File: src/design/psu_pkg.sv
`timescale 1ns / 1ps
// ----------------------------------------------------------------------------
// psu_pkg
// Shared types and constants for the PNG scanline unfilter core.
// ----------------------------------------------------------------------------
`default_nettype none

package psu_pkg;

  localparam int MAX_LINE_BYTES  = 8192;
  localparam int MAX_PIXEL_BYTES = 8;

  // column index into the row store, and the wider row length register
  localparam int COL_W  = $clog2(MAX_LINE_BYTES);
  localparam int LEN_W  = 14;
  localparam int BPP_W  = 4;
  localparam int LIDX_W = (MAX_PIXEL_BYTES > 1) ? $clog2(MAX_PIXEL_BYTES) : 1;

  // APB side
  localparam int CFG_AW = 3;
  localparam int CFG_DW = 32;

  typedef enum logic [0:0] {
    REG_BPP  = 1'b0,
    REG_LINE = 1'b1
  } reg_e;

  typedef enum logic [2:0] {
    FILT_NONE  = 3'd0,
    FILT_SUB   = 3'd1,
    FILT_UP    = 3'd2,
    FILT_AVG   = 3'd3,
    FILT_PAETH = 3'd4
  } filter_e;

  // one word in flight between decode and reconstruction
  typedef struct packed {
    logic              err;
    logic [7:0]        x;
    filter_e           filt;
    logic [COL_W-1:0]  col;
    logic              first_row;
    logic              use_left;
    logic [LIDX_W-1:0] lidx;
    logic              last;
  } item_t;

endpackage

`default_nettype wire

File: src/design/psu_cfg.sv
`timescale 1ns / 1ps
// ----------------------------------------------------------------------------
// psu_cfg
// APB register file: bytes per pixel and row length.
// ----------------------------------------------------------------------------
`default_nettype none

module psu_cfg
  import psu_pkg::*;
(
  input  wire logic              clk_i,
  input  wire logic              rst_ni,
  input  wire logic              psel,
  input  wire logic              penable,
  input  wire logic              pwrite,
  input  wire logic [CFG_AW-1:0] paddr,
  input  wire logic [CFG_DW-1:0] pwdata,
  output logic      [CFG_DW-1:0] prdata,
  output logic                   pready,
  output logic      [BPP_W-1:0]  bpp_o,
  output logic      [LEN_W-1:0]  line_o
);

  logic [BPP_W-1:0] bpp_q;
  logic [LEN_W-1:0] line_q;
  logic             wr_en;
  reg_e             reg_sel;

  assign reg_sel = reg_e'(paddr[2]);
  assign wr_en   = psel && penable && pwrite;
  assign pready  = 1'b1;

  always_ff @(posedge clk_i or negedge rst_ni) begin
    if (!rst_ni) begin
      bpp_q  <= BPP_W'(4);
      line_q <= LEN_W'(1024);
    end else if (wr_en) begin
      unique case (reg_sel)
        REG_BPP:  bpp_q  <= pwdata[BPP_W-1:0];
        REG_LINE: line_q <= pwdata[LEN_W-1:0];
        default:  ;
      endcase
    end
  end

  always_comb begin
    unique case (reg_sel)
      REG_BPP:  prdata = {{(CFG_DW-BPP_W){1'b0}}, bpp_q};
      REG_LINE: prdata = {{(CFG_DW-LEN_W){1'b0}}, line_q};
      default:  prdata = '0;
    endcase
  end

  assign bpp_o  = bpp_q;
  assign line_o = line_q;

endmodule

`default_nettype wire

File: config.mk
export PLATFORM = sky130hd
export DESIGN_NAME = psu_cfg
export DESIGN_NICKNAME = d
export VERILOG_FILES = /design/src/design/psu_pkg.sv /design/src/design/psu_cfg.sv
export SDC_FILE = /design/constraint.sdc
export NUM_CORES = 1
export LEC_CHECK = 0
export BUFFER_PORTS_ARGS = -buffer_cell sky130_fd_sc_hd__buf_2
export CORE_MARGIN = 3
export CORE_UTILIZATION = 36
export DETAILED_ROUTE_END_ITERATION = 7
export PLACE_DENSITY = 0.81
export SYNTH_ARGS = -nofsm -noshare
export SYNTH_HDL_FRONTEND = slang
export SYNTH_SLANG_ARGS = --single-unit
File: constraint.sdc
create_clock -name clk_i -period 1 [get_ports clk_i]
set_input_delay 0.15 -clock clk_i [delete_from_list [all_inputs] [get_ports clk_i]]
set_output_delay 0.15 -clock clk_i [all_outputs]
set_load 0.05 [all_outputs]
; ---- After elaboration in Yosys (flattened, before gate mapping)
; Index checks and enable logic that the tools add are counted.
[word_totals]
word_cells = 8
out_inout_bits = 51
register_bits = 18
inputBits = 40
[op_classes]
bitwise_logic = 1
muxes = 1
reduce_logical = 4
[ops]
columns = operator, count
row1 = one-hot mux 32 bit (2 select lines), 1
row2 = AND reduction 2 bit, 2
row3 = logical AND 1 bit, 2
row4 = inverter 1 bit, 1

; ---- Logic depth before layout (Yosys ltp)
[logic_depth]
depth_word = 3
ltp_mapped = 4
ltp_nobuf = 2

; ---- Least setup slack after synthesis
; Ideal clock, no wire load.
[synth_path]
path_kind = reg2out
from = reg line_q[10] (netlist: line_o[10])
to = out prdata[10]
path_stages_with_launch = 2
required_ns = 0.850
arrival_ns = 1.147
path_buffers = 0
setup_slack_ns = -0.297
path_cell_list = dfstp_2 and2_1
[synth_between]
elab_chain_cells = 1
[synth_rtl]
columns = item, line_no
row1 = start: declaration, psu_cfg.sv:25  ; logic [LEN_W-1:0] line_q;
row2 = start signal: assignment, psu_cfg.sv:40  ; REG_LINE: line_q <= pwdata[LEN_W-1:0];
row3 = one-hot mux 32 bit (2 select lines), psu_cfg.sv:47  ; unique case (reg_sel)
row4 = end: declaration, psu_cfg.sv:18  ; output logic [CFG_DW-1:0] prdata,
; No other way between the ends. The select of a mux whose other input is x is not followed.

; ---- Worst setup path after layout
[layout_path]
from = reg line_q[2] (netlist: line_o[2])
to = out prdata[2]
; The elaborated chain is that of the path after synthesis.

==> metrics.txt <==
Final Skew 0 ns; Max Freq between 700 and 800 MHz; number of synthesis warnings 0; xor/xnor share of the synthesized area 0%; total core area around 2500 µm²; main combinational cell family by area after synthesis multiplexers; Placed Cells between 150 and 200; syn avg cell area between 10 and 15 µm²; proportion of layout cells with a drive suffix above 1 approximately 84%; Post-Synthesis Cells 76; max cap viols 0; post-route ant nets 0; unrepaired setup endpoints after global routing yes; number of fill cells in the layout 198; largest net degree at the start of global routing 19; first-pass GRT wire length 3590 µm; count of state elements after synthesis 18; Final #Nets about 180; Final Non-Filler Cells 170; clock buffer depth 2; CTS tree built; mux cell area share after synthesis 25.5%; Worst Setup SP line_o[2]$_DFFE_PN0P_; routability cong. 0.647; total grt overflow 0; worst skew pair latency about 0.28 ns; total power between 3000 and 4000 µW; antenna violations before repair 0; post-DR vias/cell ~4.4; clock-pin slew on the worst setup and hold paths approximately 0.12 ns; # IOs a little over 90; Reg area between 400 and 500 µm²; DR pass1 iterations 2; CP Class register to output port; Root Buffer clkbuf_4; CP Max Fanout 3; wire per inst around 14 µm; initial core utilization slightly below 40%; P&R area growth vs syn 72.9%; Die Area 3350 µm²; Tcrit/Tclk final 130%; required time of the critical path around 0.85 ns; sequential share of the synthesized area between 40 and 50%; Synth cell types 10; Period minus WS final roughly 1.3 ns; post-synthesis simple-gate area fraction 9.55%; Sink Count 18; commonest non-fill, non-tap cell in the layout buf_8; crit start category register; cts bufs inserted 3; status complete, but fails checks; die width 57.9 µm; H-tree levels 1; Hold WC Path Type input pin to register; final hold violations 0; failing checks setup timing; site row count 18; PortBufs 51; min setup slack post-route -0.298 ns; gr usage total around 14%; Worst VDD drop 0.00132 V; final setup fails 33; R2R Path Start bpp_o[3]$_DFFE_PN0P_; Adder-Cell Fraction of Synth Area 0%; Pleak 0.000821 µW; Multi-input gate area around 460 µm²; post-synthesis cell area between 900 and 1000 µm²; Pwr Density 2380 nW/µm²; vias in the first global route approximately 770; hpwl dp about 1500 µm; Remaining DRCs 0; CP endpoint kind output port; Hold Path Origin pwdata[6]; DRT iter0 DRCs 2; compound-cell area share of the yosys netlist 0%; diode count 0; CP arrival roughly 1.2 ns; WL final approximately 2300 µm; Max Slew Vio Count 0; die height 57.9 µm; Vias 748; commonest non-fill, non-tap cells in the layout buf_8 (21), buf_6 (20), conb_1 (19), buf_2 (19), mux2_2 (17)
[routing by layer]
layer,track usage [%],wire length (µm)
met1,16.3,827
met2,26.1,1240
met3,3.79,260
met4,1.99,0
met5,0,0
[sequential cells by signal, summed over array words and instances, names as in the netlist]
signal and cells:
bpp_o 4, line_o 14
[per-stage QoR]
| step | utilization, % | setup TNS [ns] | setup slack, ns | hold WS (ns) | instance area [µm²] |
|---|---|---|---|---|---|
| 2_1_floorplan | - | -0.343 | -0.129 | -0.146 | 1090 |
| 3_3_place_gp | 49.7 | -3.55 | -0.153 | 0.0927 | 1250 |
| 3_5_place_dp | 49.7 | -4.23 | -0.176 | 0.109 | 1250 |
| 4_1_cts | 63.2 | -4.70 | -0.297 | 0.0727 | 1590 |
| 5_1_grt | 66.5 | -5.89 | -0.334 | 0.0727 | 1680 |
| 6_report | 66.5 | -4.64 | -0.298 | 0.0775 | 1680 |
[worst paths after layout]
check                      slack [ns]                endpoint  depth (start not counted)
max reg2reg                     -0.01    bpp_o[3]$_DFFE_PN0P_                          3
min in group asynchronous        0.30   line_o[2]$_DFFE_PN0P_                          2
min                              0.08   line_o[6]$_DFFE_PN0P_                          2
max in group asynchronous        0.36  line_o[10]$_DFFE_PN1P_                          2
max                             -0.30               prdata[2]                          2
min reg2reg                      0.55   line_o[4]$_DFFE_PN0P_                          1
[critical path: stages, from the launching register on]
cell,delay [ns]
dfrtp_1,0.43
mux2_4,0.28
buf_8,0.15
[power by group]
group	internal, µW	total [µW]	switching (µW)	leakage [µW]
Sequential	926	1060	130	0.000197
Clock	221	455	233	0.0000210
Combinational	1060	2470	1420	0.000604
[kinds of logic (layout without fill, tap and decap cells)]
logic type,count (synthesis),after routing
mux,22,22
buf+inv,22,69
flops,18,18
simple gates,12,12
other cells,2,19
[what timing repair did]
action	4_1_cts	5_1_grt
pin swaps	10	1
endpoints found under the setup margin	32	33
setup buffers	4	8
resized for setup	81	15
endpoints found under the hold margin	16	0
hold buffers	1	0
[layout make-up]
class	count	area share [%]
clock buffer	4	2.16
multi-input combinational	53	27.2
sequential	18	28.1
tap	30	2.24
timing repair buffer	65	40.3
[synth_stat cells, drive strengths merged]
| cell | n | area share (%) |
|---|---|---|
| mux2 | 22 | 26 |
| nand4b | 1 | 0.90 |
| and2 | 10 | 6.5 |
| dfstp | 2 | 5.4 |
| nand4 | 1 | 2.2 |
| clkbuf | 1 | 0.39 |
| dfrtp | 16 | 41 |
| buf | 21 | 17 |
| conb | 2 | 0.77 |
No activity file was read; power rests on OpenSTA's default activity.
