--- config.mk ---
export PLATFORM = sky130hd
export DESIGN_NAME = psu_ctrl
export DESIGN_NICKNAME = d
export VERILOG_FILES = /design/src/design/psu_pkg.sv /design/src/design/psu_ctrl.sv
export SDC_FILE = /design/constraint.sdc
export NUM_CORES = 1
export LEC_CHECK = 0
export BUFFER_PORTS_ARGS = -buffer_cell sky130_fd_sc_hd__buf_2
export CORE_UTILIZATION = 44
export CTS_BUF_LIST = sky130_fd_sc_hd__clkbuf_2 sky130_fd_sc_hd__clkbuf_4 sky130_fd_sc_hd__clkbuf_8
export DETAILED_ROUTE_END_ITERATION = 8
export GPL_TIMING_DRIVEN = 1
export MAX_ROUTING_LAYER = met4
export PLACE_DENSITY = 0.81
export SLEW_MARGIN = 20
export SYNTH_ARGS = -nofsm -noshare
export SYNTH_HDL_FRONTEND = slang
export SYNTH_SLANG_ARGS = --single-unit
--- constraint.sdc ---
create_clock -name clk_i -period 3.95 [get_ports clk_i]
set_input_delay 0.395 -clock clk_i [delete_from_list [all_inputs] [get_ports clk_i]]
set_output_delay 0.395 -clock clk_i [all_outputs]
set_load 0.02 [all_outputs]
--- src/design/psu_pkg.sv ---
`timescale 1ns / 1ps
// ----------------------------------------------------------------------------
// psu_pkg
// Shared types and constants for the PNG scanline unfilter core.
// ----------------------------------------------------------------------------
`default_nettype none

package psu_pkg;

  localparam int MAX_LINE_BYTES  = 8192;
  localparam int MAX_PIXEL_BYTES = 8;

  // column index into the row store, and the wider row length register
  localparam int COL_W  = $clog2(MAX_LINE_BYTES);
  localparam int LEN_W  = 14;
  localparam int BPP_W  = 4;
  localparam int LIDX_W = (MAX_PIXEL_BYTES > 1) ? $clog2(MAX_PIXEL_BYTES) : 1;

  // APB side
  localparam int CFG_AW = 3;
  localparam int CFG_DW = 32;

  typedef enum logic [0:0] {
    REG_BPP  = 1'b0,
    REG_LINE = 1'b1
  } reg_e;

  typedef enum logic [2:0] {
    FILT_NONE  = 3'd0,
    FILT_SUB   = 3'd1,
    FILT_UP    = 3'd2,
    FILT_AVG   = 3'd3,
    FILT_PAETH = 3'd4
  } filter_e;

  // one word in flight between decode and reconstruction
  typedef struct packed {
    logic              err;
    logic [7:0]        x;
    filter_e           filt;
    logic [COL_W-1:0]  col;
    logic              first_row;
    logic              use_left;
    logic [LIDX_W-1:0] lidx;
    logic              last;
  } item_t;

endpackage

`default_nettype wire

--- src/design/psu_ctrl.sv ---
`timescale 1ns / 1ps
// ----------------------------------------------------------------------------
// psu_ctrl
// Input stage: row/column tracking, filter type decode, error lock-out,
// row store read issue and the stage register feeding reconstruction.
// ----------------------------------------------------------------------------
`default_nettype none

module psu_ctrl
  import psu_pkg::*;
(
  input  wire logic             clk_i,
  input  wire logic             rst_ni,
  input  wire logic             in_valid_i,
  output logic                  in_ready_o,
  input  wire logic [7:0]       in_byte_i,
  input  wire logic             frame_start_i,
  input  wire logic [BPP_W-1:0] bpp_i,
  input  wire logic [LEN_W-1:0] line_i,
  input  wire logic             adv_i,
  output logic                  s1_valid_o,
  output item_t                 s1_item_o,
  output logic                  rd_en_o,
  output logic      [COL_W-1:0] rd_addr_o
);

  logic [COL_W-1:0] col_q, col_d, col_e;
  filter_e          filt_q, filt_d;
  logic             expect_q, expect_d, expect_e;
  logic             first_q, first_d, first_e;
  logic             failed_q, failed_d, failed_e;
  logic             s1_valid_q;
  item_t            s1_item_q, item_d;
  logic             acc, load;
  logic [BPP_W-1:0] bpp_eff;
  logic [LEN_W-1:0] len_eff;
  logic             last;

  assign in_ready_o = !s1_valid_q || adv_i;
  assign acc        = in_valid_i && in_ready_o;

  // clamp registers to the supported range
  always_comb begin
    bpp_eff = bpp_i;
    if (bpp_i == '0) bpp_eff = BPP_W'(1);
    else if (bpp_i > BPP_W'(MAX_PIXEL_BYTES)) bpp_eff = BPP_W'(MAX_PIXEL_BYTES);
    len_eff = line_i;
    if (line_i == '0) len_eff = LEN_W'(1);
    else if (line_i > LEN_W'(MAX_LINE_BYTES)) len_eff = LEN_W'(MAX_LINE_BYTES);
  end

  // frame start overrides position and error state on this word
  assign failed_e = failed_q && !frame_start_i;
  assign expect_e = expect_q || frame_start_i;
  assign first_e  = first_q || frame_start_i;
  assign col_e    = frame_start_i ? '0 : col_q;
  assign last     = ({1'b0, col_e} + LEN_W'(1)) >= len_eff;

  always_comb begin
    col_d    = col_q;
    filt_d   = filt_q;
    expect_d = expect_q;
    first_d  = first_q;
    failed_d = failed_q;
    load     = 1'b0;

    item_d           = '0;
    item_d.x         = in_byte_i;
    item_d.filt      = filt_q;
    item_d.col       = col_e;
    item_d.first_row = first_e;
    item_d.use_left  = {1'b0, col_e} >= LEN_W'(bpp_eff);
    item_d.lidx      = LIDX_W'(bpp_eff - BPP_W'(1));
    item_d.last      = last;

    if (acc) begin
      col_d    = col_e;
      expect_d = expect_e;
      first_d  = first_e;
      failed_d = failed_e;
      if (!failed_e) begin
        if (expect_e) begin
          if (in_byte_i > 8'(FILT_PAETH)) begin
            failed_d   = 1'b1;
            load       = 1'b1;
            item_d.err = 1'b1;
          end else begin
            filt_d   = filter_e'(in_byte_i[2:0]);
            expect_d = 1'b0;
            col_d    = '0;
          end
        end else begin
          load = 1'b1;
          if (last) begin
            expect_d = 1'b1;
            first_d  = 1'b0;
            col_d    = '0;
          end else begin
            col_d = col_e + COL_W'(1);
          end
        end
      end
    end
  end

  always_ff @(posedge clk_i or negedge rst_ni) begin
    if (!rst_ni) begin
      col_q      <= '0;
      filt_q     <= FILT_NONE;
      expect_q   <= 1'b1;
      first_q    <= 1'b1;
      failed_q   <= 1'b0;
      s1_valid_q <= 1'b0;
    end else begin
      col_q    <= col_d;
      filt_q   <= filt_d;
      expect_q <= expect_d;
      first_q  <= first_d;
      failed_q <= failed_d;
      if (in_ready_o) begin
        s1_valid_q <= load;
      end
    end
  end

  always_ff @(posedge clk_i) begin
    if (load) begin
      s1_item_q <= item_d;
    end
  end

  // issue the up neighbour read with the load, so its data lands with the word in stage 1
  assign rd_en_o    = load && !item_d.err;
  assign rd_addr_o  = col_e;
  assign s1_valid_o = s1_valid_q;
  assign s1_item_o  = s1_item_q;

  a_err_locks: assert property (@(posedge clk_i) disable iff (!rst_ni)
    (load && item_d.err) |=> failed_q)
    else $error("error word did not set the lock-out");

  a_last_ends_row: assert property (@(posedge clk_i) disable iff (!rst_ni)
    (load && !item_d.err && item_d.last) |=> (expect_q && !first_q))
    else $error("last byte of a row did not re-arm the type byte");

  a_no_load_when_locked: assert property (@(posedge clk_i) disable iff (!rst_ni)
    (acc && failed_q && !frame_start_i) |-> !load)
    else $error("word passed while locked out");

endmodule

`default_nettype wire

Yosys cells after proc, flatten, opt, wreduce, memory -nomap -nowiden
Index checks and enable logic that the tools add are counted.
{"block": "totals", "regBits": 51, "input_bits": 31, "elab_cells": 59}
{"block": "classes", "add_sub_neg": 3, "order_cmp": 5, "n_mux": 23, "bitwise": 2, "reduce_logical": 12}
{"cell": "two-way mux 13 bit", "n": 5}
{"cell": "two-way mux 14 bit", "n": 2}
{"cell": "adder 13 x 1 -> 14 bit (second input constant)", "n": 1}
{"cell": ">= comparator 14 bit", "n": 1}
{"cell": "> comparator 14 bit (second input constant)", "n": 1}
{"cell": "logical NOT 14 bit", "n": 1}
{"cell": "two-way mux 1 bit", "n": 14}
{"cell": "adder 13 x 1 -> 13 bit (second input constant)", "n": 1}
{"cell": ">= comparator 13 x 4 -> 1 bit", "n": 1}
{"cell": "> comparator 8 x 3 -> 1 bit (second input constant)", "n": 1}
{"cell": "two-way mux 4 bit", "n": 2}
{"cell": "> comparator 4 bit (second input constant)", "n": 1}
{"cell": "logical NOT 4 bit", "n": 1}
{"cell": "AND reduction 4 bit", "n": 1}
{"cell": "logical AND 1 bit", "n": 3}
{"cell": "logical NOT 1 bit", "n": 3}
{"cell": "logical OR 1 bit", "n": 3}
{"cell": "subtractor 3 x 1 -> 3 bit (second input constant)", "n": 1}
{"cell": "inverter 1 bit", "n": 2}

Longest topological paths before layout
{"block": "logic_depth", "depth_word": 7, "ltp_mapped": 16, "ltp_nobuf": 14}

Worst setup path after synthesis
Ideal clock, no wire load.
{"block": "synth_path", "path_type": "input to register", "from": "in frame_start_i", "to": "reg col_q[11]", "t_arrival_ns": 3.328, "slack_ns": 0.507, "cell_stages": 14, "path_buffers": 2, "cell_sequence": "clkbuf_1 clkbuf_1 nor2b_1 ha_1 nand2_1 nor3_1 and3_1 xor2_1 ha_1 nand4_1 o21bai_1 a211oi_1 nand3_1 o311ai_0"}
{"item": "start, declared", "line_no": "psu_ctrl.sv:17", "text": "input wire logic frame_start_i,"}
{"item": "end signal, assigned", "line_no": "psu_ctrl.sv:115", "text": "col_q <= col_d;"}
{"item": "end, declared", "line_no": "psu_ctrl.sv:27", "text": "logic [COL_W-1:0] col_q, col_d, col_e;"}

Final worst setup path
{"block": "layout_path", "from": "reg col_q[1]", "to": "reg col_q[11]"}
{"block": "layout_between", "elab_chain_cells": 6}
{"item": "two-way mux 13 bit *", "line_no": "psu_ctrl.sv:56", "text": "assign col_e = frame_start_i ? '0 : col_q;"}
{"item": "adder 13 x 1 -> 14 bit", "line_no": "psu_ctrl.sv:57", "text": "assign last = ({1'b0, col_e} + LEN_W'(1)) >= len_eff;"}
{"item": ">= comparator 14 bit", "line_no": "psu_ctrl.sv:57"}
{"item": "two-way mux 13 bit *", "line_no": "psu_ctrl.sv:94", "text": "if (last) begin"}
{"item": "two-way mux 13 bit *", "line_no": "psu_ctrl.sv:82", "text": "if (expect_e) begin"}
{"item": "two-way mux 13 bit *", "line_no": "psu_ctrl.sv:81", "text": "if (!failed_e) begin"}
Every way passes the cells marked *; elsewhere a longest branch is shown, timed or not.
A chain may end at the register's enable or synchronous reset.

==> results.toml <==
[status]
status = "finished clean"

[synth]
synth_top_family_by_area = "simple AND/OR/NAND/NOR gates"
synth-edff-count = 31
syn_nets = 326
synth-adder-area-share = 0.08669
syn_area_um2 = 2887
synthMuxAreaShare = 0.01170
syn_inst = 275
synthSimpleGateAreaFrac = 0.2016
synth-seq-cells = 51
synthXorXnorAreaFrac = 0.03338
synth.top_cell.area_share = 0.3225
yosysSeqAreaShare = 0.4967
avgSynthCellArea_um2 = 10.50
yosysWarningCount = 0
synthTopCellsByArea = "edfxtp_1 32%, dfrtp_1 16%, ha_1 8.7%, nand2_1 5.1%, buf_4 3.4%"
synth_compound_area_frac = 0.1075
synthArstFlopShare = 0.3922
yosys.area.top_type = "edfxtp_1"
ys_types = 44
yosys_most_used_dff = "edfxtp_1"

[routing]
wl_per_cell_um = 16.00
via_per_inst = 5.591
firstDrtPassIters = 5
drt_iter0_markers = 140
vias = 2365
ant_nets = 0
drc_errors = 0
drt-total-wl_um = 6769

[sta]
holdWs_ns = 0.03415
slew_violations = 0
rsz0062_at_grt = "false"
timing.fmax_mhz = 273.2
final_hold_viol_count = 0
worstMarginPinSlew_ns = 0.7810
finalSetupViolCount = 0
fin_crit_ns = 3.661
period_share = 0.9267
relSlewSlack = 0.4711
finClkSkew_ns = 0.004273
timing.final.ws_setup_ns = 0.2894

[global_route]
grt_max_degree = 32
overflow = 0
grt_pass1_vias = 2331
grt_pass1_wl_um = 10980
antenna_found_initial = 0
grt.total_usage = 0.2054

[critical_path]
crit_top_cell = "ha_1"
cp_top_family = "simple AND/OR/NAND/NOR gates"
path_cells = "nor2b_1 -> ha_1 -> nand2_1 -> nor3_1 -> and3_1 -> xor2_1 -> ha_1 -> nand4_1 -> o21bai_1 -> a211oi_2 -> nand3_2 -> o311ai_0"
worstPathRequired_ns = 4.13
crit_buf_inv = 0
end_kind = "flop"
reg2reg_depth = 12
path_depth = 12
crit_type = "reg2reg"
slowest_delay_ns = 0.44
slowest_stage = "o311ai_0"
worstPathMaxFanout = 9
start_kind = "flop"
arrival_ns = 3.84

[cts]
post_cts_buffers = 0
cts_max_path_buffers = 2
root_buffer = "clkbuf_8"
htree_levels = 2
cts.sinks = 51
clk-insertion-delay-late_ns = 0.31
tritoncts = "done"
cts_inserted_buffers = 5
clk_transition_reported_paths_ns = 0.09

[placement]
post-place-ws_ns = -0.06525
place_hpwl_um = 5225
place.gp.congestion = 0.9283
buffer_ports.inserted = 77

[pwr]
p_leak_nw = 1.522
ir_drop_mv = 0.2166
power.density_nw_per_um2 = 301.3

[finish]
n_antenna_cell = 0
most-common-layout-cells = "77 x buf_2, 39 x nand2_1, 31 x edfxtp_1"
final_nets = 396
area_growth_pct = 17.04
drive_above_1_share = 0.3035
final_common_cell = "buf_2"
final_util = 0.5320

[die]
die_h_um = 83.00
start_util = 0.4546
rows = 29
io_pins = 78
core_um2 = 6350
die_w_um = 83.00
die_area_um2 = 6888

[worst_hold_path]
hold_path_class = "in2async"

[job]
cap_violations = 0
-- kinds of logic (layout without fill, tap and decap cells) --
family	Yosys count	count (layout)
adders and majority gates	20	20
buffers and inverters	33	104
AOI/OAI and AO/OA	42	42
DFF	51	51
muxes	3	3
xor gates and xnor gates	11	11
and+or+nand+nor	115	115
-- report_power, final --
part,switching [mW],total [mW],leakage (nW),internal (mW)
logic,0.0774,0.120,0.918,0.0425
registers,0.00562,0.594,0.556,0.589
clock network,0.179,0.304,0.0483,0.125
-- synthesized netlist by cell type, drive strengths merged (2+ instances only) --
cell    number
inv         14
nand3       11
nor2b       10
dfrtp       18
nand2b       7
and2         2
or3          2
nand2       39
o21ai       12
nor4         6
a21oi        9
buf         14
or2          2
o311ai       3
o211ai       5
a32o         3
and3         2
clkbuf       5
nand4b       2
nor2        17
nor3         6
edfxtp      31
xor2         4
mux2         3
dfstp        2
xnor2        7
ha          20
nand4        6
a211oi       2
-- final timing paths --
path | from | endpoint | slack (ns)
min reg2reg | filt_q[2]$_DFFE_PN0P_ | s1_item_o[21]$_DFFE_PP_ | 0.45
max reg2reg | col_q[1]$_DFFE_PN0P_ | col_q[11]$_DFFE_PN0P_ | 0.29
min | rst_ni | filt_q[2]$_DFFE_PN0P_ | 0.03
max in group asynchronous | rst_ni | first_q$_DFFE_PN1P_ | 3.56
max | col_q[1]$_DFFE_PN0P_ | col_q[11]$_DFFE_PN0P_ | 0.29
min in group clk_i | in_byte_i[6] | s1_item_o[28]$_DFFE_PP_ | 0.27
-- sequential cells by signal, summed over array words and instances, names as in the netlist --
name and flops:
s1_valid_o 1, s1_item_o 31, first_q 1, col_q 13, failed_q 1, expect_q 1
filt_q 3
-- cell type report --
type / instances / area (um^2)
Sequential cell: 51 / 1434
Inverter: 14 / 52.55
Fill cell: 561 / 2972
Clock buffer: 5 / 68.82
Tap cell: 77 / 96.34
Multi-Input combinational cell: 191 / 1285
Clock inverter: 3 / 18.77
Timing Repair Buffer: 82 / 422.9
-- repair_timing --
item,4_1_cts,5_1_grt
hold buffers,0,0
endpoints found under the setup margin,0,7
gates resized for setup,0,2
-- metal layers --
metal	share of wire	wire (um)	vias up	track usage
met2	0.46	3137	125	0.3256
met3	0.079	535	17	0.03877
met4	0.018	119	0	0.08464
met1	0.44	2977	1101	0.2596
li1	-	-	1122	-
met5	0	0	-	-
-- metrics by stage --
| step | power, mW | setup TNS, ns | instances | cell area, um^2 |
|---|---|---|---|---|
| after global placement | 0.7217 | 0 | 415 | 3281 |
| after CTS | 1.023 | 0 | 423 | 3368 |
| after global routing | 1.055 | 0 | 423 | 3378 |
| after floorplan | 0.6753 | 0 | 275 | 2887 |
| after detailed placement | 0.7258 | -0.1130 | 415 | 3281 |
| final | 1.018 | 0 | 423 | 3378 |
-- worst reg2reg max path: stages, from the launching register on --
cell,delay [ns]
dfrtp_1,0.42
nor2b_1,0.33
ha_1,0.29
nand2_1,0.08
nor3_1,0.32
and3_1,0.22
xor2_1,0.25
ha_1,0.28
nand4_1,0.13
o21bai_1,0.15
a211oi_2,0.33
nand3_2,0.29
o311ai_0,0.44
(Power assumes the default switching activity.)
