[src/design/psu_pkg.sv]
`timescale 1ns / 1ps
// ----------------------------------------------------------------------------
// psu_pkg
// Shared types and constants for the PNG scanline unfilter core.
// ----------------------------------------------------------------------------
`default_nettype none

package psu_pkg;

  localparam int MAX_LINE_BYTES  = 8192;
  localparam int MAX_PIXEL_BYTES = 8;

  // column index into the row store, and the wider row length register
  localparam int COL_W  = $clog2(MAX_LINE_BYTES);
  localparam int LEN_W  = 14;
  localparam int BPP_W  = 4;
  localparam int LIDX_W = (MAX_PIXEL_BYTES > 1) ? $clog2(MAX_PIXEL_BYTES) : 1;

  // APB side
  localparam int CFG_AW = 3;
  localparam int CFG_DW = 32;

  typedef enum logic [0:0] {
    REG_BPP  = 1'b0,
    REG_LINE = 1'b1
  } reg_e;

  typedef enum logic [2:0] {
    FILT_NONE  = 3'd0,
    FILT_SUB   = 3'd1,
    FILT_UP    = 3'd2,
    FILT_AVG   = 3'd3,
    FILT_PAETH = 3'd4
  } filter_e;

  // one word in flight between decode and reconstruction
  typedef struct packed {
    logic              err;
    logic [7:0]        x;
    filter_e           filt;
    logic [COL_W-1:0]  col;
    logic              first_row;
    logic              use_left;
    logic [LIDX_W-1:0] lidx;
    logic              last;
  } item_t;

endpackage

`default_nettype wire

[src/design/psu_recon.sv]
`timescale 1ns / 1ps
// ----------------------------------------------------------------------------
// psu_recon
// Reconstruction stage: neighbour selection, filter arithmetic, row store
// write back and the result register.
// ----------------------------------------------------------------------------
`default_nettype none

module psu_recon
  import psu_pkg::*;
(
  input  wire logic             clk_i,
  input  wire logic             rst_ni,
  input  wire logic             s1_valid_i,
  input  item_t                 s1_item_i,
  input  wire logic [7:0]       rd_data_i,
  output logic                  adv_o,
  output logic                  wr_en_o,
  output logic      [COL_W-1:0] wr_addr_o,
  output logic      [7:0]       wr_data_o,
  input  wire logic             out_ready_i,
  output logic                  out_valid_o,
  output logic      [7:0]       pixel_byte_o,
  output logic                  line_last_o,
  output logic                  bad_filter_o
);

  // last reconstructed bytes and last up neighbours, newest at index 0
  logic [7:0] left_q [MAX_PIXEL_BYTES];
  logic [7:0] upl_q  [MAX_PIXEL_BYTES];

  logic              out_valid_q;
  logic [7:0]        pixel_q;
  logic              last_q, bad_q;
  logic [7:0]        a, b, c, pred, r;
  logic signed [9:0] da, db, dc;
  logic [9:0]        pa, pb, pc;
  logic [8:0]        avg_sum;
  logic              shift_en;

  assign adv_o = !out_valid_q || out_ready_i;

  assign b = s1_item_i.first_row ? 8'd0 : rd_data_i;
  assign a = s1_item_i.use_left ? left_q[s1_item_i.lidx] : 8'd0;
  assign c = s1_item_i.use_left ? upl_q[s1_item_i.lidx] : 8'd0;

  // Paeth distances; ties go a, then b, then c
  assign da = $signed({2'b00, b}) - $signed({2'b00, c});
  assign db = $signed({2'b00, a}) - $signed({2'b00, c});
  assign dc = $signed({2'b00, a}) + $signed({2'b00, b}) - $signed({1'b0, c, 1'b0});
  assign pa = da[9] ? 10'(-da) : 10'(da);
  assign pb = db[9] ? 10'(-db) : 10'(db);
  assign pc = dc[9] ? 10'(-dc) : 10'(dc);

  assign avg_sum = {1'b0, a} + {1'b0, b};

  always_comb begin
    case (s1_item_i.filt)
      FILT_SUB:   pred = a;
      FILT_UP:    pred = b;
      FILT_AVG:   pred = avg_sum[8:1];
      FILT_PAETH: begin
        if (pa <= pb && pa <= pc) pred = a;
        else if (pb <= pc)        pred = b;
        else                      pred = c;
      end
      default:    pred = 8'd0;
    endcase
  end

  assign r = s1_item_i.x + pred;

  assign shift_en  = s1_valid_i && adv_o && !s1_item_i.err;
  assign wr_en_o   = shift_en;
  assign wr_addr_o = s1_item_i.col;
  assign wr_data_o = r;

  always_ff @(posedge clk_i) begin
    if (shift_en) begin
      for (int k = MAX_PIXEL_BYTES - 1; k > 0; k--) begin
        left_q[k] <= left_q[k-1];
        upl_q[k]  <= upl_q[k-1];
      end
      left_q[0] <= r;
      upl_q[0]  <= b;
    end
  end

  always_ff @(posedge clk_i or negedge rst_ni) begin
    if (!rst_ni) begin
      out_valid_q <= 1'b0;
    end else if (adv_o) begin
      out_valid_q <= s1_valid_i;
    end
  end

  always_ff @(posedge clk_i) begin
    if (adv_o && s1_valid_i) begin
      pixel_q <= s1_item_i.err ? 8'd0 : r;
      last_q  <= s1_item_i.err ? 1'b0 : s1_item_i.last;
      bad_q   <= s1_item_i.err;
    end
  end

  assign out_valid_o  = out_valid_q;
  assign pixel_byte_o = pixel_q;
  assign line_last_o  = last_q;
  assign bad_filter_o = bad_q;

  a_err_word_clean: assert property (@(posedge clk_i) disable iff (!rst_ni)
    (out_valid_q && bad_q) |-> (pixel_q == 8'd0 && !last_q))
    else $error("error word carries data");

endmodule

`default_nettype wire

[config.mk]
export PLATFORM = sky130hd
export DESIGN_NAME = psu_recon
export DESIGN_NICKNAME = d
export VERILOG_FILES = /design/src/design/psu_pkg.sv /design/src/design/psu_recon.sv
export SDC_FILE = /design/constraint.sdc
export NUM_CORES = 1
export LEC_CHECK = 0
export ABC_AREA = 1
export BUFFER_PORTS_ARGS = -buffer_cell sky130_fd_sc_hd__buf_4
export CAP_MARGIN = 20
export CORE_ASPECT_RATIO = 0.9
export CORE_MARGIN = 1
export CORE_UTILIZATION = 60
export DETAILED_ROUTE_END_ITERATION = 8
export PLACE_DENSITY = 0.8
export RECOVER_POWER = 50
export SYNTH_ARGS = -nofsm -noshare
export SYNTH_HDL_FRONTEND = slang
export SYNTH_SLANG_ARGS = --single-unit
[constraint.sdc]
create_clock -name clk_i -period 23.4 [get_ports clk_i]
set_input_delay 4.68 -clock clk_i [delete_from_list [all_inputs] [get_ports clk_i]]
set_output_delay 4.68 -clock clk_i [all_outputs]
set_load 0.05 [all_outputs]
# Word level (Yosys, flattened, before mapping)
# Memory sizes are Yosys's and may differ from the RTL's.
# Index checks and enable logic that the tools add are counted.
[classes]
addsub = 9
n_lt_le_gt_ge = 3
n_eq_ne = 4
n_mux = 11
reduce_logical = 6
[ops]
columns = ["cell", "n"]
rows = [
  ["$mux 8", 5],
  ["$pmux 8 s4", 1],
  ["$le 10x10->1", 3],
  ["$mux 10", 3],
  ["$neg 9->10", 2],
  ["$add 8x8->9", 2],
  ["$sub 8x8->9", 2],
  ["$neg 10->10", 1],
  ["$sub 9x9->10", 1],
  ["$add 8x8->8", 1],
  ["$eq 3x2->1 const B", 2],
  ["$eq 3x1->1 const B", 1],
  ["$eq 3x3->1 const B", 1],
  ["$logic_and 1x1->1", 3],
  ["$logic_not 1->1", 2],
  ["$mux 1", 2],
  ["$logic_or 1x1->1", 1],
]
[word_totals]
register_bits = 11
ramBits = 128
inputBits = 43
word_cells = 39
mem_count = 2
[mem_list]
columns = ["memory", "depth", "width", "rd", "rd_clocked_by_memory_dff", "write_ports", "line_no", "text"]
rows = [
  ["left_q", 8, 8, 8, 0, 8, "psu_recon.sv:29", "logic [7:0] left_q [MAX_PIXEL_BYTES];"],
  ["upl_q", 8, 8, 8, 0, 8, "psu_recon.sv:30", "logic [7:0] upl_q [MAX_PIXEL_BYTES];"],
]

# Depth between registers and ports, before layout
# Gate-level depths: netlist (run 1).
# An unclocked memory read counts as a cell.
[depth]
depth_word = 11
depth_mapped = 47

# Worst setup path before layout (run 1)
# OpenSTA, ideal clock, no wires.
[synth_path]
path_type = "input to output"
from = "input port s1_item_i[1] (netlist name)"
to = "output port wr_data_o[6]"
arrival_time_ns = 11.244
slack_ns = 7.476
stages = 39
path_cell_list = "clkbuf_1 > clkbuf_1 > clkbuf_1 > o21ai_0 > o221ai_1 > o211ai_1 > inv_1 > fa_1 > ha_1 > nand2_1 > inv_1 > nand2_1 > nand3_2 > a21oi_1 > xor2_1 > nand3_1 > o21ai_0 > xor2_1 > (+3 left out) > inv_1 > a221oi_1 > nand2_1 > nor2_1 > nand2_1 > nand2_1 > nand2_2 > inv_2 > buf_6 > o211ai_1 > nand2_1 > ha_1 > inv_1 > fa_1 > o21ai_0 > a21oi_1 > o21bai_1 > xor2_1"
[synth_via]
elab_chain_cells = 11
[synth_lines]
columns = ["item", "line_no", "text"]
rows = [
  ["from (decl)", "psu_recon.sv:15", "input item_t s1_item_i,"],
  ["$mem_v2 8x8", "n/a", ""],
  ["$mux 8", "psu_recon.sv:44", "assign a = s1_item_i.use_left ? left_q[s1_item_i.lidx] : 8'd0;"],
  ["$add 8x8->9", "psu_recon.sv:50, psu_recon.sv:55", ""],
  ["$sub 9x9->10", "psu_recon.sv:50", "assign dc = $signed({2'b00, a}) + $signed({2'b00, b}) - $signed({1'b0, c, 1'b0});"],
  ["$neg 10->10", "psu_recon.sv:53", "assign pc = dc[9] ? 10'(-dc) : 10'(dc);"],
  ["$mux 10", "psu_recon.sv:53", ""],
  ["$le 10x10->1 (on tied branches)", "psu_recon.sv:64, psu_recon.sv:63", ""],
  ["$mux 8 or $logic_and 1x1->1 (tied branches)", "psu_recon.sv:64, psu_recon.sv:63", ""],
  ["$mux 8", "psu_recon.sv:63", "if (pa <= pb && pa <= pc) pred = a;"],
  ["$pmux 8 s4 *", "psu_recon.sv:58", "case (s1_item_i.filt)"],
  ["$add 8x8->8 *", "psu_recon.sv:71", "assign r = s1_item_i.x + pred;"],
  ["to (decl)", "psu_recon.sv:20", "output logic [7:0] wr_data_o,"],
]
# Every way passes the cells marked *; elsewhere a longest branch is shown, timed or not.

# Final worst setup path (run 1)
[layout_path]
from = "input port s1_item_i[1] (netlist name)"
to = "output port wr_data_o[7]"
# The elaborated chain is that of the path after synthesis.

==> impl_metrics.env, run 1 <==
export IMPL_crit_type="input port to output pin"
export IMPL_routabilityCongestion=0.974
export IMPL_postPlaceCellArea_sq_um=9540
export IMPL_synth_async_reset_ratio_pct=0.719
export IMPL_hp_start="left_q[1][0]"
export IMPL_dr_total_vias=7066
export IMPL_area_growth_pct=11.4
export IMPL_fin_crit_ps=17720
export IMPL_synth_main_ff_cell="edfxtp_1"
export IMPL_synth_edf_count=138
export IMPL_max_stage_delay_ps=570
export IMPL_post_cts_buffers=0
export IMPL_required_ps=18720
export IMPL_final_cell_mix="inv_1 (143), edfxtp_1 (138), nand2_1 (118)"
export IMPL_avgViaCountPerCell=5.78
export IMPL_fin_util_pct=68.7
export IMPL_drt_wl_total_mm=20.8
export IMPL_antenna_found_initial=0
export IMPL_violations="max-capacitance violations, max-slew violations"
export IMPL_setup_tns_ps=0
export IMPL_final_common_cell="inv_1"
export IMPL_first_global_vias=6737
export IMPL_cts_buffers=17
export IMPL_cp_end_kind="output pin"
export IMPL_core_area_sq_um=14700
export IMPL_grt_pass1_wl_mm=34.1
export IMPL_design_area_sq_um=10100
export IMPL_r2r_slack_ps=16170
export IMPL_post_cts_resized=0
export IMPL_cts_root_buf="clkbuf_16"
export IMPL_port_buffers=50
export IMPL_ys_ff_latch=139
export IMPL_place_ws_ps=5860
export IMPL_worstHoldPathType="flip-flop to flip-flop"
export IMPL_fp_dieH_um=119
export IMPL_relSlewSlack_pct=-70.4
export IMPL_place_hpwl_mm=15.0
export IMPL_drv_slew=49
export IMPL_fin_nets=1135
export IMPL_finalCritPeriodShare_pct=75.7
export IMPL_start_util_pct=61.7
export IMPL_avgSynthCellArea_sq_um=9.31
export IMPL_cts_max_level=4
export IMPL_worst_pin_slew_ps=2560
export IMPL_reg2reg_to="left_q[0][7]"
export IMPL_top_level_ports=77
export IMPL_worstRegToRegCells=38
export IMPL_drt_iter0_drc=704
export IMPL_status="finished with violations"
export IMPL_drc=0
export IMPL_maxCapViolCount=1
export IMPL_track_usage_pct=27.9
export IMPL_cts_sinks=139
export IMPL_row_count=42
export IMPL_finalHoldViolCount=0
export IMPL_ir_drop_uv=60.6
export IMPL_startpoint_type="input port"
export IMPL_wl_per_cell_um=17.0
export IMPL_cp_max_fo=65
export IMPL_diodes=0
export IMPL_netlist_instances=975
export IMPL_setup_slack_ps=5680
export IMPL_seq_area_frac_synth_pct=45.9
export IMPL_clock_skew_ps=10.3
export IMPL_path_common_cell="nand2_1"
export IMPL_worstHoldEndpoint="left_q[2][0]"
export IMPL_rsz0062_at_grt="false"
export IMPL_reg2reg_from="upl_q[2][5]"
export IMPL_grt_busiest_layer="met2"
export IMPL_gr_total_overflow=0
export IMPL_cts_tree="built"
export IMPL_die_w_um=132
export IMPL_fmax_mhz=56.4
export IMPL_cpMaxStageDelayCell="clkinv_1"
export IMPL_grt_use_met3_pct=4.50
export IMPL_power_density_nw_per_um2=92.0
export IMPL_setup_viol=0
export IMPL_power_leakage_nw=4.45
export IMPL_dieArea_sq_um=15600
export IMPL_gr_usage_met2_pct=44.0
export IMPL_netlist_area_sq_um=9070
export IMPL_synth_distinct_cells=51
export IMPL_clkSlewWorstSetupHoldPaths_ps=60
export IMPL_clk_insertion_delay_late_ps=420
export IMPL_yosys_warnings=0
export IMPL_cts_hold_buf=0
export IMPL_drive_above_1_share_pct=13.2
export IMPL_firstDrtPassIters=6
export IMPL_holdPathStages=0
export IMPL_gr_usage_met1_pct=40.0
export IMPL_grt_start_max_net_pins=83
export IMPL_cp_arrival_ps=13040
export IMPL_ant_nets=0
export IMPL_clockBufferDepth=2
through the flow:
step / cells / power (W) / hold WS, ps
after floorplan: 977 / 0.000592 / 421
after global routing: 1223 / 0.000992 / 452
final: 1223 / 0.000930 / 434
after global placement: 1191 / 0.000656 / 422
after detailed placement: 1191 / 0.000664 / 426
after CTS: 1223 / 0.000930 / 435
worst max-delay path: cells and delay by family:
| kind | cells | cell delay (ps) |
|---|---|---|
| XOR/XNOR | 3 | 710 |
| AO/OA/AOI/OAI | 12 | 2370 |
| adder cells (fa/ha/maj) | 4 | 1490 |
| AND/OR/NAND/NOR | 15 | 1360 |
| buffers and inverters | 10 | 2340 |
routing by layer:
metal | vias up | share of wire, % | wire length, um
li1 | 3423 | - | -
met1 | 3310 | 45 | 9400
met2 | 304 | 46 | 9600
met3 | 29 | 7.3 | 1530
met4 | 0 | 1.3 | 278
met5 | - | 0 | 0
worst max-delay path by stage:
| stage | end | slack [ps] | cells after the start | from |
|---|---|---|---|---|
| 3_5_place_dp | wr_data_o[7] | 5860 | 46 | s1_item_i[1] |
| 3_3_place_gp | wr_data_o[7] | 6050 | 43 | s1_item_i[1] |
| 4_1_cts | wr_data_o[7] | 5790 | 43 | s1_item_i[1] |
| 5_1_grt | wr_data_o[7] | 4950 | 46 | s1_item_i[1] |
| 6_report | wr_data_o[7] | 5680 | 44 | s1_item_i[1] |
| 2_1_floorplan | wr_data_o[6] | 7480 | 39 | s1_item_i[1] |
sequential cells by signal (all words and copies together) (netlist names):
signal	count
out_valid_o	1
line_last_o	1
bad_filter_o	1
upl_q	64
left_q	64
pixel_byte_o	8
cells by family after synthesis:
family                   share of synthesized area (%)
AO/OA/AOI/OAI                                     13.6
XOR/XNOR                                          3.34
adder cells (fa/ha/maj)                           11.9
buffers and inverters                             8.48
flip-flops                                        45.9
other                                           0.0828
AND/OR/NAND/NOR                                   16.6
power breakdown:
group          internal [W]  leakage, nW  total, W  switching [W]
Clock              0.000159        0.288  0.000265       0.000106
Combinational      0.000125         2.86  0.000369       0.000244
Sequential         0.000290         1.30  0.000295     0.00000520
area by class of cell:
cell class | count | area (sq um)
clock buffer | 18 | 429
clock inverter | 14 | 159
fill | 1163 | 4610
inverter | 149 | 559
multi-input combinational | 650 | 4150
sequential | 139 | 4170
tap | 198 | 248
timing repair buffer | 55 | 394
synthesized netlist by cell type, drive strengths merged (2+ instances only):
cell type  count  area, sq um
edfxtp       138         4140
o21bai         7         52.6
o31ai          3         22.5
a21boi         2         18.8
or2            6         37.5
o211ai        16          120
nand3         40          225
a211oi         2         15.0
xnor2          7         61.3
nor3          16         90.1
nor2         116          450
a221oi         6         52.6
conb           2         7.51
fa            11          220
xor2          25          241
nand3b         3         22.5
a21o           3         22.5
inv          148          556
a21oi         34          181
o21ai         87          450
o221ai        20          175
o22ai         14         87.6
a31oi          2         12.5
ha            69          863
nand2        141          592
nand4         10         62.6
clkbuf        24         90.1
buf           15          120
(Power assumes the default switching activity.)
==> run 2: changes to the inputs <==
--- a/config.mk
+++ b/config.mk
@@ -5,14 +5,14 @@
 export SDC_FILE = /design/constraint.sdc
 export NUM_CORES = 1
 export LEC_CHECK = 0
-export ABC_AREA = 1
+export ABC_AREA = 0
 export BUFFER_PORTS_ARGS = -buffer_cell sky130_fd_sc_hd__buf_4
 export CAP_MARGIN = 20
 export CORE_ASPECT_RATIO = 0.9
 export CORE_MARGIN = 1
-export CORE_UTILIZATION = 60
+export CORE_UTILIZATION = 55
 export DETAILED_ROUTE_END_ITERATION = 8
-export PLACE_DENSITY = 0.8
+export PLACE_DENSITY = 0.77
 export RECOVER_POWER = 50
 export SYNTH_ARGS = -nofsm -noshare
 export SYNTH_HDL_FRONTEND = slang
==> constraint.sdc (replaced) <==
create_clock -name clk_i -period 14.3 [get_ports clk_i]
set_input_delay 2.86 -clock clk_i [delete_from_list [all_inputs] [get_ports clk_i]]
set_output_delay 2.86 -clock clk_i [all_outputs]
set_load 0.05 [all_outputs]
==> run 2 against run 1 <==
  * The run still ends with max-capacitance violations, max-slew violations left
  * Critical path type unchanged
  * Clock power rose by 57%
  * Non-clock buffer count grew 9
  * Synthesized area fell by 1.5%
  * Setup slack worse by 5200 ps
  * Cell area is 0.40% lower
  * Flip-flop and latch count is the same
  * Synthesized cell count decreased by 25%
  * Via count down 9.7%
  * Register-to-register slack worse by 10000 ps
  * Utilization fell by 4.4 points
  * Die area increased by 7.3%
==> impl_metrics.env, run 2 <==
export IMPL_multi_input_area_sq_um=4430
export IMPL_cp_arrival_ps=10980
export IMPL_dr_total_vias=6381
export IMPL_cpMaxStageDelayCell="mux4_2"
export IMPL_power_density_nw_per_um2=156
export IMPL_synth_main_ff_cell="edfxtp_1"
export IMPL_fill_cells=1142
export IMPL_final_cell_mix="edfxtp_1 (138), ha_1 (69), inv_1 (61)"
export IMPL_routabilityCongestion=0.967
export IMPL_worst_pin_slew_ps=2860
export IMPL_ys_ff_latch=139
export IMPL_ant_nets=0
export IMPL_violations="max-capacitance violations, max-slew violations"
export IMPL_cp_max_fo=21
export IMPL_yosysTopAreaCell="edfxtp_1"
export IMPL_fmax_mhz=72.2
export IMPL_cts_hold_buf=0
export IMPL_yosysMostFrequentCell="edfxtp_1"
export IMPL_seq_area_frac_synth_pct=46.7
export IMPL_drt_iter0_drc=585
export IMPL_relSlewSlack_pct=-90.5
export IMPL_worstRegToRegCells=36
export IMPL_fp_dieH_um=123
export IMPL_grt_start_max_net_pins=80
export IMPL_dieArea_sq_um=16800
export IMPL_netlist_instances=730
export IMPL_grt_pass1_wl_mm=34.1
export IMPL_clock_skew_ps=10.1
export IMPL_ir_drop_uv=82.3
export IMPL_antenna_found_initial=0
export IMPL_core_area_sq_um=15700
export IMPL_start_util_pct=57.1
export IMPL_max_stage_delay_ps=550
export IMPL_place_hpwl_mm=15.5
export IMPL_synthTopCellsByArea="edfxtp_1 (46%), ha_1 (9.7%), mux4_2 (8.1%), xnor2_1 (2.9%), inv_1 (2.6%)"
export IMPL_rsz0062_at_grt="false"
export IMPL_hp_start="left_q[0][4]"
export IMPL_setup_viol=0
export IMPL_crit_type="input port to output pin"
export IMPL_cts_buffers=17
export IMPL_synth_distinct_cells=76
export IMPL_fin_nets=909
export IMPL_synth_async_reset_ratio_pct=0.719
export IMPL_required_ps=11440
export IMPL_netlist_area_sq_um=8930
export IMPL_clockBufferDepth=2
export IMPL_setup_tns_ps=0
export IMPL_holdWs_ps=440
export IMPL_yosys_warnings=0
export IMPL_final_common_cell="edfxtp_1"
export IMPL_reg2reg_from="upl_q[6][1]"
export IMPL_drv_slew=52
export IMPL_status="finished with violations"
export IMPL_gr_usage_met2_pct=43.3
export IMPL_grt_busiest_layer="met2"
export IMPL_die_w_um=136
export IMPL_diodes=0
export IMPL_cts_max_level=4
export IMPL_cp_end_kind="output pin"
export IMPL_maxCapViolCount=1
export IMPL_worstHoldEndpoint="left_q[1][4]"
export IMPL_cts_tree="built"
export IMPL_clk_insertion_delay_late_ps=420
export IMPL_drc=0
export IMPL_holdPathStages=0
export IMPL_port_buffers=50
export IMPL_cts_root_buf="clkbuf_16"
export IMPL_firstDrtPassIters=5
export IMPL_first_global_vias=6422
export IMPL_finalHoldViolCount=0
export IMPL_area_growth_pct=12.7
export IMPL_finalCritPeriodShare_pct=96.8
export IMPL_grt_use_met3_pct=5.13
export IMPL_startpoint_type="input port"
export IMPL_row_count=43
export IMPL_synth_top_area_share_pct=46.4
export IMPL_fin_crit_ps=13840
export IMPL_synth_common_cells="edfxtp_1 (138), ha_1 (69), inv_1 (61)"
export IMPL_clkSlewWorstSetupHoldPaths_ps=60
export IMPL_avgSynthCellArea_sq_um=12.2
export IMPL_wl_per_cell_um=21.6
export IMPL_drt_wl_total_mm=21.6
export IMPL_track_usage_pct=27.4
export IMPL_top_level_ports=77
export IMPL_worstHoldPathType="flip-flop to flip-flop"
export IMPL_power_leakage_nw=3.99
export IMPL_reg2reg_to="pixel_byte_o[7]"
export IMPL_cts_sinks=139
export IMPL_synth_edf_count=138
export IMPL_gr_usage_met1_pct=38.1
export IMPL_seq_area_sq_um=4170
export IMPL_avgViaCountPerCell=6.37
export IMPL_power_w=0.00157
export IMPL_gr_total_overflow=0
export IMPL_r2r_slack_ps=6030
export IMPL_drive_above_1_share_pct=18.8
==> run 2: how the worst max path moves through the flow <==
stage	from	endpoint	slack, ps	cells past startpoint
3_5_place_dp	s1_item_i[1]	wr_data_o[7]	440	38
4_1_cts	s1_item_i[1]	wr_data_o[7]	300	38
6_report	s1_item_i[1]	wr_data_o[7]	460	38
3_3_place_gp	s1_item_i[1]	wr_data_o[7]	620	38
5_1_grt	s1_item_i[1]	wr_data_o[7]	50	38
2_1_floorplan	s1_item_i[1]	wr_data_o[7]	360	39
==> run 2: stage by stage <==
stage	cells	setup slack, ps	instance area (sq um)	utilization (%)
floorplan	732	360	8940	-
CTS	998	303	10100	64.2
global placement	966	625	9500	60.7
finish	1001	456	10100	64.3
global route	1001	46.4	10100	64.3
detailed placement	966	442	9500	60.7
==> run 2: cells by family (layout without fill, tap and decap cells) <==
family          count (synthesis)  count (layout)  share of synthesized area (%)
flops                         139             139                           46.7
simple gates                  171             171                           10.2
compound gates                158             158                           12.2
xor+xnor                       40              40                           4.16
mux                            50              50                           10.2
buf+inv                        90             157                           4.40
fa+ha+maj                      80              80                           12.1
other cells                     2               4                         0.0841
==> run 2: final cells by class <==
cell class,count,area share (%)
Clock inverter,14,1.26
Sequential cell,139,41.4
Timing Repair Buffer,64,4.29
Clock buffer,18,4.26
Inverter,61,2.27
Tap cell,202,2.51
Multi-Input combinational cell,503,44.0
==> run 2: repair_timing <==
action / CTS / global route
buffers inserted: 0 / 3
resized for setup: 0 / 9
setup endpoints to repair: 0 / 2
==> run 2: metal layers <==
| layer | vias to the layer above | wire length [um] |
|---|---|---|
| met5 | - | 0 |
| met4 | 0 | 572 |
| met3 | 65 | 1830 |
| met2 | 359 | 9930 |
| met1 | 3118 | 9300 |
| li1 | 2839 | - |
==> run 2: power breakdown <==
| group | switching [W] | internal [W] |
|---|---|---|
| combinational | 0.000398 | 0.000277 |
| clock | 0.000186 | 0.000229 |
| sequential | 0.00000866 | 0.000473 |
==> run 2: critical path: cells and delay by family <==
family	cells	cell delay [ps]
AOI/OAI and AO/OA	14	2700
xor gates and xnor gates	2	400
adders and majority gates	4	1530
buffers and inverters	5	840
muxes	2	820
and+or+nand+nor	11	1790
==> run 3: changes to the inputs <==
--- a/config.mk
+++ b/config.mk
@@ -11,6 +11,7 @@
 export CORE_ASPECT_RATIO = 0.9
 export CORE_MARGIN = 1
 export CORE_UTILIZATION = 55
+export CTS_BUF_LIST = sky130_fd_sc_hd__clkbuf_4 sky130_fd_sc_hd__clkbuf_8 sky130_fd_sc_hd__clkbuf_16
 export DETAILED_ROUTE_END_ITERATION = 8
 export PLACE_DENSITY = 0.77
 export RECOVER_POWER = 50
==> run 3 against run 2 <==
  * The flow still finishes with violations (max-capacitance violations, max-slew violations)
  * Final cell count did not move
  * Utilization is essentially flat
  * First-iteration DRC count up 1.5%
  * Sequential share of layout area barely moved
  * Setup slack is essentially flat
  * Global-route usage barely moved
  * Critical path depth unchanged
  * Fmax about the same
  * Critical endpoint unchanged
  * Largest cell class unchanged
  * Highest routed layer unchanged
==> impl_metrics.env, run 3 (synthesis gave the netlist of run 2 again) <==
export IMPL_status="finished with violations"
export IMPL_violations="max-capacitance violations, max-slew violations"
export IMPL_relSlewSlack_pct=-89.6
export IMPL_die_w_um=136
export IMPL_drive_above_1_share_pct=18.9
export IMPL_r2r_slack_ps=6030
export IMPL_grt_pass1_wl_mm=34.0
export IMPL_grt_start_max_net_pins=80
export IMPL_clock_skew_ps=11.8
export IMPL_drv_slew=52
export IMPL_row_count=43
export IMPL_fmax_mhz=72.2
export IMPL_cpMaxStageDelayCell="mux4_2"
export IMPL_cts_tree="built"
export IMPL_power_density_nw_per_um2=156
export IMPL_worstHoldPathType="flip-flop to flip-flop"
export IMPL_cp_arrival_ps=10980
export IMPL_setup_viol=0
export IMPL_cts_root_buf="clkbuf_16"
export IMPL_finalNonFillerCells=1001
export IMPL_design_area_sq_um=10100
export IMPL_rsz0062_at_grt="false"
export IMPL_gr_total_overflow=0
export IMPL_ir_drop_uv=82.2
export IMPL_start_util_pct=57.1
export IMPL_maxCapViolCount=1
export IMPL_worstHoldEndpoint="left_q[1][4]"
export IMPL_worstRegToRegCells=36
export IMPL_core_area_sq_um=15700
export IMPL_hp_start="left_q[0][4]"
export IMPL_cts_buffers=17
export IMPL_clk_insertion_delay_late_ps=410
export IMPL_max_stage_delay_ps=550
export IMPL_fp_dieH_um=123
export IMPL_clkSlewWorstSetupHoldPaths_ps=70
export IMPL_drt_iter0_drc=594
export IMPL_place_hpwl_mm=15.5
export IMPL_startpoint_type="input port"
export IMPL_required_ps=11440
export IMPL_postPlaceCellArea_sq_um=9500
export IMPL_first_global_vias=6423
export IMPL_fin_nets=909
export IMPL_avgViaCountPerCell=6.40
export IMPL_reg2reg_from="upl_q[6][1]"
export IMPL_dp_cells=966
export IMPL_clockBufferDepth=2
export IMPL_crit_type="input port to output pin"
export IMPL_power_leakage_nw=3.99
export IMPL_diodes=0
export IMPL_fin_crit_ps=13840
export IMPL_reg2reg_to="pixel_byte_o[7]"
export IMPL_top_level_ports=77
export IMPL_drc=0
export IMPL_finalCritPeriodShare_pct=96.8
export IMPL_final_cell_mix="edfxtp_1 (138), ha_1 (69), inv_1 (61)"
export IMPL_final_common_cell="edfxtp_1"
export IMPL_area_growth_pct=12.7
export IMPL_finalHoldViolCount=0
export IMPL_drt_wl_total_mm=21.4
export IMPL_cp_max_fo=21
export IMPL_routabilityCongestion=0.967
export IMPL_dieArea_sq_um=16800
export IMPL_ant_nets=0
export IMPL_dr_total_vias=6407
export IMPL_worst_pin_slew_ps=2840
export IMPL_firstDrtPassIters=5
export IMPL_wl_per_cell_um=21.4
export IMPL_antenna_found_initial=0
export IMPL_holdPathStages=0
export IMPL_cp_end_kind="output pin"
export IMPL_track_usage_pct=27.4
export IMPL_setup_tns_ps=0
export IMPL_port_buffers=50
export IMPL_cts_sinks=139
export IMPL_cts_max_level=4
[run 3: what timing repair did]
item | in CTS | in global routing
gates resized for setup | 0 | 9
hold buffers | 0 | 0
endpoints found under the setup margin | 0 | 2
buffers inserted | 0 | 3
[run 3: worst max-delay path by stage]
stage,startpoint,endpoint,slack [ps],cells after the start
2_1_floorplan,s1_item_i[1],wr_data_o[7],360,39
3_3_place_gp,s1_item_i[1],wr_data_o[7],620,38
3_5_place_dp,s1_item_i[1],wr_data_o[7],440,38
4_1_cts,s1_item_i[1],wr_data_o[7],300,38
5_1_grt,s1_item_i[1],wr_data_o[7],50,38
6_report,s1_item_i[1],wr_data_o[7],460,38
[run 3: per-stage QoR]
step / power, W / worst slack [ps] / hold WS, ps / utilization [%]
after floorplan: 0.000991 / 360 / 421 / -
after global placement: 0.00111 / 625 / 426 / 60.7
after detailed placement: 0.00114 / 442 / 431 / 60.7
after CTS: 0.00156 / 303 / 444 / 64.2
after global routing: 0.00167 / 46.4 / 448 / 64.3
final: 0.00157 / 456 / 441 / 64.3
[run 3: critical path, delay by kind of cell]
family	cells	cell delay, ps
AO/OA/AOI/OAI	14	2700
XOR/XNOR	2	410
adder cells (fa/ha/maj)	4	1530
buffers and inverters	5	820
multiplexers	2	820
AND/OR/NAND/NOR	11	1800
[run 3: area by class of cell]
cell class              count  area [sq um]
multi-input cells         503          4430
clock inverters            14           126
clock buffers              18           433
inverters                  61           229
flip-flops and latches    139          4170
repair buffers             64           432
fillers                  1138          5580
well taps                 202           253
[run 3: where the power goes]
part	internal, W	switching [W]	leakage [nW]
Clock	0.000231	0.000186	0.262
Sequential	0.000473	0.00000861	1.30
Combinational	0.000277	0.000398	2.44
[run 3: layer usage]
metal,track usage [%],routed length [um],vias to the layer above
met3,5.13,1690,67
met4,9.72,571,0
met2,42.8,9800,334
met1,38.4,9380,3166
li1,-,-,2840
met5,0,0,-
